$ cat src/rtl/core/rmat_pkg.sv
`default_nettype none
package rmat_pkg;
    localparam logic [1:0] OP_TRANSLATE = 2'd0;
    localparam logic [1:0] OP_CLAIM     = 2'd1;
    localparam logic [1:0] OP_MAP       = 2'd2;

    localparam logic [1:0] SRC_MAP      = 2'd0;
    localparam logic [1:0] SRC_IDENTITY = 2'd1;
    localparam logic [1:0] SRC_UNMAPPED = 2'd2;
    localparam logic [1:0] SRC_NONE     = 2'd3;

    localparam logic [2:0] REG_RAM_BASE  = 3'd0;
    localparam logic [2:0] REG_RAM_SIZE  = 3'd1;
    localparam logic [2:0] REG_ROM_BASE  = 3'd2;
    localparam logic [2:0] REG_ROM_SIZE  = 3'd3;
    localparam logic [2:0] REG_SHIM_BASE = 3'd4;

    localparam logic [31:0] IDENTITY_MODE = 32'h12;
    localparam logic [31:0] TOP_CLAMP     = 32'hffffffff;

    typedef enum logic [2:0] {
        ST_IDLE,
        ST_DECODE,
        ST_READ,
        ST_CHECK,
        ST_DONE,
        ST_OUT
    } state_t;

    // controller to datapath
    typedef struct packed {
        logic load;
        logic decode;
        logic rd_start;
        logic rd_next;
        logic check;
        logic finish;
    } cmd_t;

    // datapath to controller
    typedef struct packed {
        logic is_translate;
        logic scan_empty;
        logic hit;
        logic last;
    } stat_t;

    // clamped exclusive end of [base, base + size)
    function automatic logic [31:0] range_end(input logic [31:0] base, input logic [31:0] size);
        logic [32:0] e;
        e = {1'b0, base} + {1'b0, size};
        return e[32] ? TOP_CLAMP : e[31:0];
    endfunction
endpackage
`default_nettype wire

$ cat src/rtl/core/rmat_ctrl.sv
`default_nettype none
module rmat_ctrl (
    input  wire logic           clk,
    input  wire logic           rst_n,
    input  wire logic           in_valid,
    output logic                in_ready,
    output logic                out_valid,
    input  wire logic           out_ready,
    input  wire rmat_pkg::stat_t st,
    output rmat_pkg::cmd_t      cmd
);
    import rmat_pkg::*;

    state_t state_reg, state_next;

    always_ff @(posedge clk or negedge rst_n)
    begin
        if (!rst_n)
        begin
            state_reg <= ST_IDLE;
        end
        else
        begin
            state_reg <= state_next;
        end
    end

    // sequencing of one request
    always_comb
    begin
        state_next = state_reg;
        cmd = '0;
        in_ready = 1'b0;
        out_valid = 1'b0;
        case (state_reg)
            ST_IDLE:
            begin
                in_ready = 1'b1;
                if (in_valid)
                begin
                    cmd.load = 1'b1;
                    state_next = ST_DECODE;
                end
            end
            ST_DECODE:
            begin
                cmd.decode = 1'b1;
                if (st.is_translate && !st.scan_empty)
                begin
                    cmd.rd_start = 1'b1;
                    state_next = ST_READ;
                end
                else
                begin
                    state_next = ST_DONE;
                end
            end
            ST_READ:
            begin
                state_next = ST_CHECK;
            end
            ST_CHECK:
            begin
                cmd.check = 1'b1;
                if (st.hit || st.last)
                begin
                    state_next = ST_DONE;
                end
                else
                begin
                    cmd.rd_next = 1'b1;
                    state_next = ST_READ;
                end
            end
            ST_DONE:
            begin
                cmd.finish = 1'b1;
                state_next = ST_OUT;
            end
            ST_OUT:
            begin
                out_valid = 1'b1;
                if (out_ready)
                begin
                    state_next = ST_IDLE;
                end
            end
            default:
            begin
                state_next = ST_IDLE;
            end
        endcase
    end
endmodule
`default_nettype wire

$ cat config.mk
export PLATFORM = sky130hd
export DESIGN_NAME = rmat_ctrl
export DESIGN_NICKNAME = d
export VERILOG_FILES = /design/src/rtl/core/rmat_pkg.sv /design/src/rtl/core/rmat_ctrl.sv
export SDC_FILE = /design/constraint.sdc
export NUM_CORES = 1
export LEC_CHECK = 0
export BUFFER_PORTS_ARGS = -buffer_cell sky130_fd_sc_hd__buf_2
export CAP_MARGIN = 5
export CORE_AREA = 2 2 39 41
export DETAILED_ROUTE_END_ITERATION = 8
export DIE_AREA = 0 0 41 43
export PLACE_DENSITY_LB_ADDON = 0.2
export SYNTH_ARGS = -nofsm -noshare
export SYNTH_HDL_FRONTEND = slang
export SYNTH_SLANG_ARGS = --single-unit
$ cat constraint.sdc
create_clock -name clk -period 1.5 [get_ports clk]
set_clock_uncertainty 0.15 [all_clocks]
set_input_delay 0.3 -clock clk [delete_from_list [all_inputs] [get_ports clk]]
set_output_delay 0.3 -clock clk [all_outputs]
set_load 0.01 [all_outputs]
==> out/qor.yml, run 1 <==
crit_start: "state_reg[2]"
largest_reg_flops: 3
grt_usage_pct: 8.569
dr.pass1.iters: 2
drv_cap: 0
final_cell_mix: "buf_2 (13), buf_4 (5), buf_6 (4)"
netlist_area_sq_um: 227.7
crit_required_ps: 1050
grt-ovfl-total: 0
pwr-share-clk_pct: 17.3
cts_root_buf: "clkbuf_4"
layout_commonest_cell: "buf_2"
cp_num_buf_inv: 1
hpwl_microns: 441.7
worstHoldPathCells: 3
fmaxAchievable_mhz: 627.0
vdd_drop_max_mv: 0.5114
rsz0062_at_grt: "yes"
hold_viol_final: 0
nets: 60
antenna_cells: 0
drcViolationCount: 0
drt_iter0_drc: 8
vias: 267
hp-start: "out_ready"
die_w_microns: 41
violations: "negative setup slack"
avgViaCountPerCell: 3.985
tightestPinTransition_ps: 234.8
p_per_area_nw_per_um2: 1787
numCtsBuffers: 3
n_fill_cell: 144
synth_top_area_share_pct: 32.97
antenna_found_initial: 0
endpoint_kind: "primary output"
layout-drive-gt1-share_pct: 66.67
cp_slowest_cell: "dfrtp_2"
clock_path_buffers: 2
yosys_warnings: 0
syn2layout_area_growth_pct: 95.60
wl_per_cell_microns: 9.060
die_h_microns: 43
dieArea_sq_um: 1763
grt_max_degree: 9
p_sw_share_pct: 37.21
whs_ps: 221.5
syn_nets: 33
place_area_sq_um: 326.6
fin_ws_ps: -94.88
io_pins: 16
min_period_ps: 1595
worst-path-stages: 3
rows: 14
postSynthAreaPerCell_sq_um: 9.109
synth_seq_cells: 3
crit_fanout: 7
rr_startpoint: "state_reg[1]"
p_switching_uw: 296.2
coreArea_sq_um: 1384
pre_cts_ws_ps: 89.80
crit_chain: "nor2b_4 -> and3_4 -> buf_6"
grt_pass1_vias: 257
setup.worst_path.end: "cmd[2]"
r2r_slack_ps: 210
finalPower_uw: 796.0
crit_arrival_ps: 1140
relSlewSlack_pct: 84.35
synth.distinct_cells: 18
grt_pass1_wl_microns: 966
yosys.area.top_type: "dfrtp_1"
setup-violations-final: 7
fin_crit_sh_pct: 106.3
p_comb_share_pct: 56.9
critPathTopFamily: "flip-flops"
slew_viol_final: 0
clock_latency_ps: 230
routed_wl_microns: 607
clkTransAtPathRegs_ps: 40
ys_seq_area_share_pct: 32.97
status: "finished with violations"
hold_class: "in -> reg"
seqPwrFrac_pct: 25.7
r2r_cells: 4
intPower_uw: 499.8
syn_inst: 25
cp-start-kind: "flip-flop"
cts_htree_levels: 1
synth_area_leaders: "dfrtp_1 (33%), and2_1 (8.2%), nor3b_4 (8.2%)"
gpl.final_weighted_congestion: 0.6686
leakage_nw: 0.2192
initial_core_util_pct: 16.46
portBuffers: 15
critPathMaxStageDelay_ps: 460
r2r_end: "state_reg[2]"
cts_tree: "yes"
cts.sinks: 3
setup.worst_path.class: "reg -> out"
ant_nets: 0
final_cell_area_sq_um: 445.4
worst register-to-register path, stage by stage (launching register included):
cell,delay (ps)
dfrtp_2,450
nor3b_4,190
buf_4,130
a21oi_1,30
a32o_1,210
kinds of logic (layout without fill, tap and decap cells):
logic type	after synthesis	in the layout	synth area share, %
simple gates	15	15	44.51
compound gates	5	5	15.93
flops	3	3	32.97
buf+inv	2	28	6.591
cell usage after synthesis:
master / number
a21oi_1: 1
a221oi_1: 1
a22oi_1: 1
a32o_1: 1
and2_1: 3
and2_2: 1
and3_1: 2
buf_6: 1
dfrtp_1: 3
inv_1: 1
nand2_1: 1
nand2b_1: 1
nor2_1: 2
nor2b_2: 1
nor3_1: 2
nor3b_1: 1
nor3b_4: 1
o21ai_0: 1
worst min path at each step:
stage / endpoint / slack [ps]
after floorplan: state_reg[0] / -150
after detailed placement: state_reg[2] / -50
after global placement: state_reg[2] / -50
final: state_reg[0] / 220
after global routing: state_reg[1] / 250
after CTS: state_reg[0] / 220
through the flow:
stage	utilization [%]	cells	TNS (ps)
floorplan	-	25	0
global placement	23.60	57	0
detailed placement	23.60	57	0
CTS	30.56	66	-469.4
global route	32.19	67	-800.8
finish	32.19	67	-410.1
per-layer routing:
metal / vias up / GRT usage, % / part of all wire, %
met5: - / 0 / 0
met4: 0 / 8.000 / 0
met3: 0 / 3.141 / 5.9
met2: 8 / 11.56 / 53
met1: 119 / 9.772 / 41
li1: 140 / - / -
what timing repair did:
action                                  CTS  global route
hold endpoints to repair                  3             0
hold buffers                              1             0
setup buffers                             4             1
endpoints found under the setup margin    8             8
pin swaps                                 3             3
gates resized for setup                   9             3
power groups by stage:
stage	logic, mW	clock network, mW	registers, mW
floorplan	0.215	0	0.164
global placement	0.331	0	0.189
detailed placement	0.327	0	0.189
CTS	0.427	0.147	0.205
global route	0.497	0.151	0.212
finish	0.453	0.138	0.205
cell type report:
type | count | area, sq um | area share, %
well taps | 16 | 20.02 | 4.494
inverters | 1 | 3.754 | 0.8427
clock buffers | 4 | 26.28 | 5.899
multi-input cells | 20 | 158.9 | 35.67
repair buffers | 23 | 157.7 | 35.39
flip-flops and latches | 3 | 78.83 | 17.70
Note: power is estimated with default switching activity, not from simulation.
==> run 2, diff against run 1 <==
BUFFER_PORTS_ARGS = unset   (was -buffer_cell sky130_fd_sc_hd__buf_2)
DONT_BUFFER_PORTS = 1   (was unset)
GPL_ROUTABILITY_DRIVEN = 1   (was unset)
PLACE_DENSITY_LB_ADDON = unset   (was 0.2)
==> run 2 against run 1 <==
The run still ends with negative setup slack left; sequential share of layout area is 1.7 points higher; worst hold slack worse by 110 ps; global-route usage is 0.80 points higher; critical path depth stayed put; combinational power is 8.2% higher; utilization is 3.3 points lower; worst setup slack better by 55 ps; first-iteration DRC count stayed put; register-to-register slack hardly changed; clock power hardly changed; final cell count is 16% lower.
==> out/qor.yml, run 2 (synthesis gave the netlist of run 1 again) <==
status: "finished with violations"
violations: "negative setup slack"
dr.pass1.iters: 3
hold_class: "in -> reg"
grt_max_degree: 8
layout-drive-gt1-share_pct: 65.00
regArea_sq_um: 77.57
dp.cells: 44
grt_pass1_wl_microns: 1041
numCtsBuffers: 3
grt_usage_pct: 9.366
syn2layout_area_growth_pct: 75.28
whs_ps: 116.0
dieArea_sq_um: 1763
die_w_microns: 41
crit_fanout: 4
clock_path_buffers: 2
wl_per_cell_microns: 11.29
rsz0062_at_grt: "yes"
largest_reg_flops: 3
p_per_area_nw_per_um2: 2050
grt-ovfl-total: 0
cts.sinks: 3
cp_slowest_cell: "dfrtp_2"
slew_viol_final: 0
tightestPinTransition_ps: 228.8
setup-violations-final: 5
avgViaCountPerCell: 4.500
rows: 14
relSlewSlack_pct: 84.75
ant_nets: 0
hold_viol_final: 0
final_cell_mix: "buf_4 (9), and2_4 (4), clkbuf_4 (3)"
drcViolationCount: 0
crit_arrival_ps: 1090
nets: 49
cp-start-kind: "flip-flop"
grt.busiest_layer: "met2"
coreArea_sq_um: 1384
layout_commonest_cell: "buf_4"
use_met3_pct: 7.853
cts_root_buf: "clkbuf_4"
clock_latency_ps: 230
cts_htree_levels: 1
final_cell_area_sq_um: 399.1
leakage_nw: 0.1750
vias: 252
grt_pass1_vias: 259
hpwl_microns: 444.2
drv_cap: 0
vdd_drop_max_mv: 0.8952
fin_crit_sh_pct: 102.6
crit_required_ps: 1050
n_fill_cell: 153
critPathMaxStageDelay_ps: 440
place_area_sq_um: 266.5
antenna_found_initial: 0
drt_iter0_drc: 8
critPathTopFamily: "flip-flops"
multiInputGateArea_sq_um: 171.4
crit_chain: "buf_6 -> inv_1 -> and3_4"
cp_num_buf_inv: 2
setup.worst_path.class: "reg -> out"
final_cells: 56
die_h_microns: 43
gpl.final_weighted_congestion: 0.6757
met1_usage_pct: 11.04
io_pins: 16
routed_wl_microns: 632
utilization_pct: 28.84
clkTransAtPathRegs_ps: 40
initial_core_util_pct: 16.46
min_period_ps: 1539
gr-usage-met2_pct: 11.88
fmaxAchievable_mhz: 649.6
portBuffers: 0
antenna_cells: 0
cts_tree: "yes"
fin_ws_ps: -39.39
endpoint_kind: "primary output"
-- run 2: cell count changes in the layout (fill, tap and decap cells not counted), sizes merged --
cell / delta
buf: -11
-- run 2: repair_timing --
item / in CTS / in global routing
hold endpoints to repair: 3 / 0
pin swaps: 2 / 1
resized for setup: 12 / 1
gates cloned: 0 / 0
endpoints found under the setup margin: 8 / 8
hold buffers: 1 / 0
setup buffers: 6 / 1
-- run 2: power by group --
group	switching (mW)	total [mW]	internal, mW
clock	0.0400	0.140	0.0995
combinational	0.190	0.490	0.300
sequential	0.0666	0.188	0.122
-- run 2: final cells by class --
| class | count | area share (%) |
|---|---|---|
| Multi-Input combinational cell | 20 | 42.95 |
| Tap cell | 16 | 5.016 |
| Sequential cell | 3 | 19.44 |
| Timing Repair Buffer | 12 | 25.08 |
| Inverter | 1 | 0.9404 |
| Clock buffer | 4 | 6.583 |
-- run 2: worst paths after layout --
kind                              start            to  slack (ps)  cells past startpoint
hold reg to reg            state_reg[2]  state_reg[1]         470                      2
max in group asynchronous         rst_n  state_reg[2]         860                      1
min in group asynchronous         rst_n  state_reg[1]         170                      1
setup / recovery           state_reg[1]     out_valid         -40                      3
hold / removal                out_ready  state_reg[0]         120                      2
setup reg to reg           state_reg[1]  state_reg[2]         210                      4
-- run 2: metal layers --
| metal | wire, microns | share of wire, % | vias to the layer above |
|---|---|---|---|
| met5 | 0 | 0 | - |
| met3 | 86 | 14 | 0 |
| met4 | 0 | 0 | 0 |
| met2 | 277 | 44 | 17 |
| met1 | 268 | 42 | 116 |
| li1 | - | - | 119 |
-- run 2: per-stage QoR --
step | setup TNS [ps] | total power, mW | setup slack (ps)
after floorplan | 0 | 0.3785 | 3.036
after global placement | 0 | 0.4789 | 111.4
after detailed placement | 0 | 0.4822 | 126.5
after CTS | -181.6 | 0.8054 | -53.77
after global routing | -626.6 | 0.8875 | -110.0
final | -138.5 | 0.8180 | -39.39
==> run 3, diff against run 2 <==
CELL_PAD_IN_SITES_DETAIL_PLACEMENT = 0   (was unset)
CELL_PAD_IN_SITES_GLOBAL_PLACEMENT = 2   (was unset)
PLACE_DENSITY_LB_ADDON = 0.1   (was unset)
==> run 3 against run 2 <==
Global-route usage down 0.71 points; maximum frequency up 0.94%; largest cell class unchanged; critical path type unchanged; the run still ends with negative setup slack left; flip-flop and latch count unchanged; combinational power down 21%; final cell count is 5.4% lower; power fell by 10%.
==> out/qor.yml, run 3 (synthesis gave the netlist of run 1 again) <==
status: "finished with violations"
violations: "negative setup slack"
layout_commonest_cell: "buf_4"
min_period_ps: 1525
fin_ws_ps: -25.12
hold_viol_final: 0
numCtsBuffers: 3
setup.worst_path.class: "reg -> out"
vdd_drop_max_mv: 0.5543
crit_arrival_ps: 1080
initial_core_util_pct: 16.46
grt_usage_pct: 8.652
avgViaCountPerCell: 4.321
wl_per_cell_microns: 12.11
largest_reg_flops: 3
io_pins: 16
endpoint_kind: "primary output"
syn2layout_area_growth_pct: 57.69
die_w_microns: 41
finalPower_uw: 734.5
dieArea_sq_um: 1763
cts_root_buf: "clkbuf_4"
rows: 14
rsz0062_at_grt: "yes"
grt-ovfl-total: 0
cts.sinks: 3
clock_path_buffers: 2
hp-start: "out_ready"
slew_viol_final: 0
r2r_end: "state_reg[2]"
final_cell_mix: "buf_4 (8), and2_4 (3), clkbuf_4 (3), dfrtp_2 (3), nor2_1 (2)"
layout-drive-gt1-share_pct: 59.46
hold-path-endpoint: "state_reg[0]"
clock_latency_ps: 230
cts_tree: "yes"
die_h_microns: 43
cp_slowest_cell: "dfrtp_2"
crit_required_ps: 1050
drv_cap: 0
fin_crit_sh_pct: 101.7
r2r_cells: 4
routed_wl_microns: 642
drt_iter0_drc: 1
grt_max_degree: 9
dr.pass1.iters: 2
crit_chain: "nor2b_4 -> and3_4"
crit_fanout: 7
cts_htree_levels: 1
dp.cells: 43
r2r_slack_ps: 190
antenna_found_initial: 0
final_cells: 53
leakage_nw: 0.1538
vias: 229
critPathTopFamily: "flip-flops"
grt_pass1_wl_microns: 1014
tightestPinTransition_ps: 261.2
rr_startpoint: "state_reg[1]"
nets: 46
ant_nets: 0
cp-start-kind: "flip-flop"
gpl.final_weighted_congestion: 0.5742
clkTransAtPathRegs_ps: 40
antenna_cells: 0
cp_num_buf_inv: 0
relSlewSlack_pct: 82.58
critPathMaxStageDelay_ps: 460
worstHoldPathCells: 2
setup-violations-final: 3
fmaxAchievable_mhz: 655.7
coreArea_sq_um: 1384
grt_pass1_vias: 243
p_per_area_nw_per_um2: 2045
drcViolationCount: 0
hold_class: "in -> reg"
portBuffers: 0
-- run 3: timing repair --
| item | CTS | global route |
|---|---|---|
| pin swaps | 3 | 1 |
| hold buffers | 1 | 0 |
| gates resized for setup | 9 | 0 |
| buffers inserted | 4 | 1 |
| endpoints found under the hold margin | 3 | 0 |
| setup endpoints to repair | 8 | 8 |
-- run 3: through the flow --
step | worst slack (ps) | util [%] | hold WS (ps) | area (sq um) | TNS [ps]
floorplan | 3.036 | - | -145.6 | 227.7 | 0
global placement | 101.2 | 18.72 | -145.5 | 259.0 | 0
detailed placement | 88.21 | 18.72 | -145.5 | 259.0 | 0
CTS | -35.81 | 25.41 | 114.1 | 351.6 | -120.3
global route | -87.32 | 25.95 | 123.7 | 359.1 | -509.5
finish | -25.12 | 25.95 | 120.6 | 359.1 | -49.62
-- run 3: metal layers --
| layer | track usage [%] | vias up | wire (microns) |
|---|---|---|---|
| li1 | - | 113 | - |
| met1 | 10.36 | 106 | 273 |
| met2 | 12.81 | 10 | 309 |
| met3 | 2.094 | 0 | 59 |
| met4 | 6.000 | 0 | 0 |
| met5 | 0 | - | 0 |
-- run 3: area by class of cell --
cell class	count	area, sq um
clock buffer	4	26.28
fill	154	1025
inverter	1	3.754
multi-input combinational	20	160.2
sequential	3	78.83
tap	16	20.02
timing repair buffer	9	70.07
-- run 3: worst max-delay path by stage --
stage / start / endpoint / slack (ps) / depth (start not counted)
finish: state_reg[2] / cmd[2] / -30 / 2
global route: state_reg[2] / cmd[2] / -90 / 2
CTS: state_reg[1] / cmd[3] / -40 / 2
detailed placement: state_reg[1] / cmd[5] / 90 / 2
global placement: state_reg[1] / cmd[5] / 100 / 2
floorplan: state_reg[1] / cmd[5] / 3 / 3
-- run 3: power breakdown --
group	switching, mW	leakage (nW)	internal (mW)
clock	0.0397	0.0150	0.0996
sequential	0.0816	0.0337	0.125
combinational	0.160	0.105	0.229
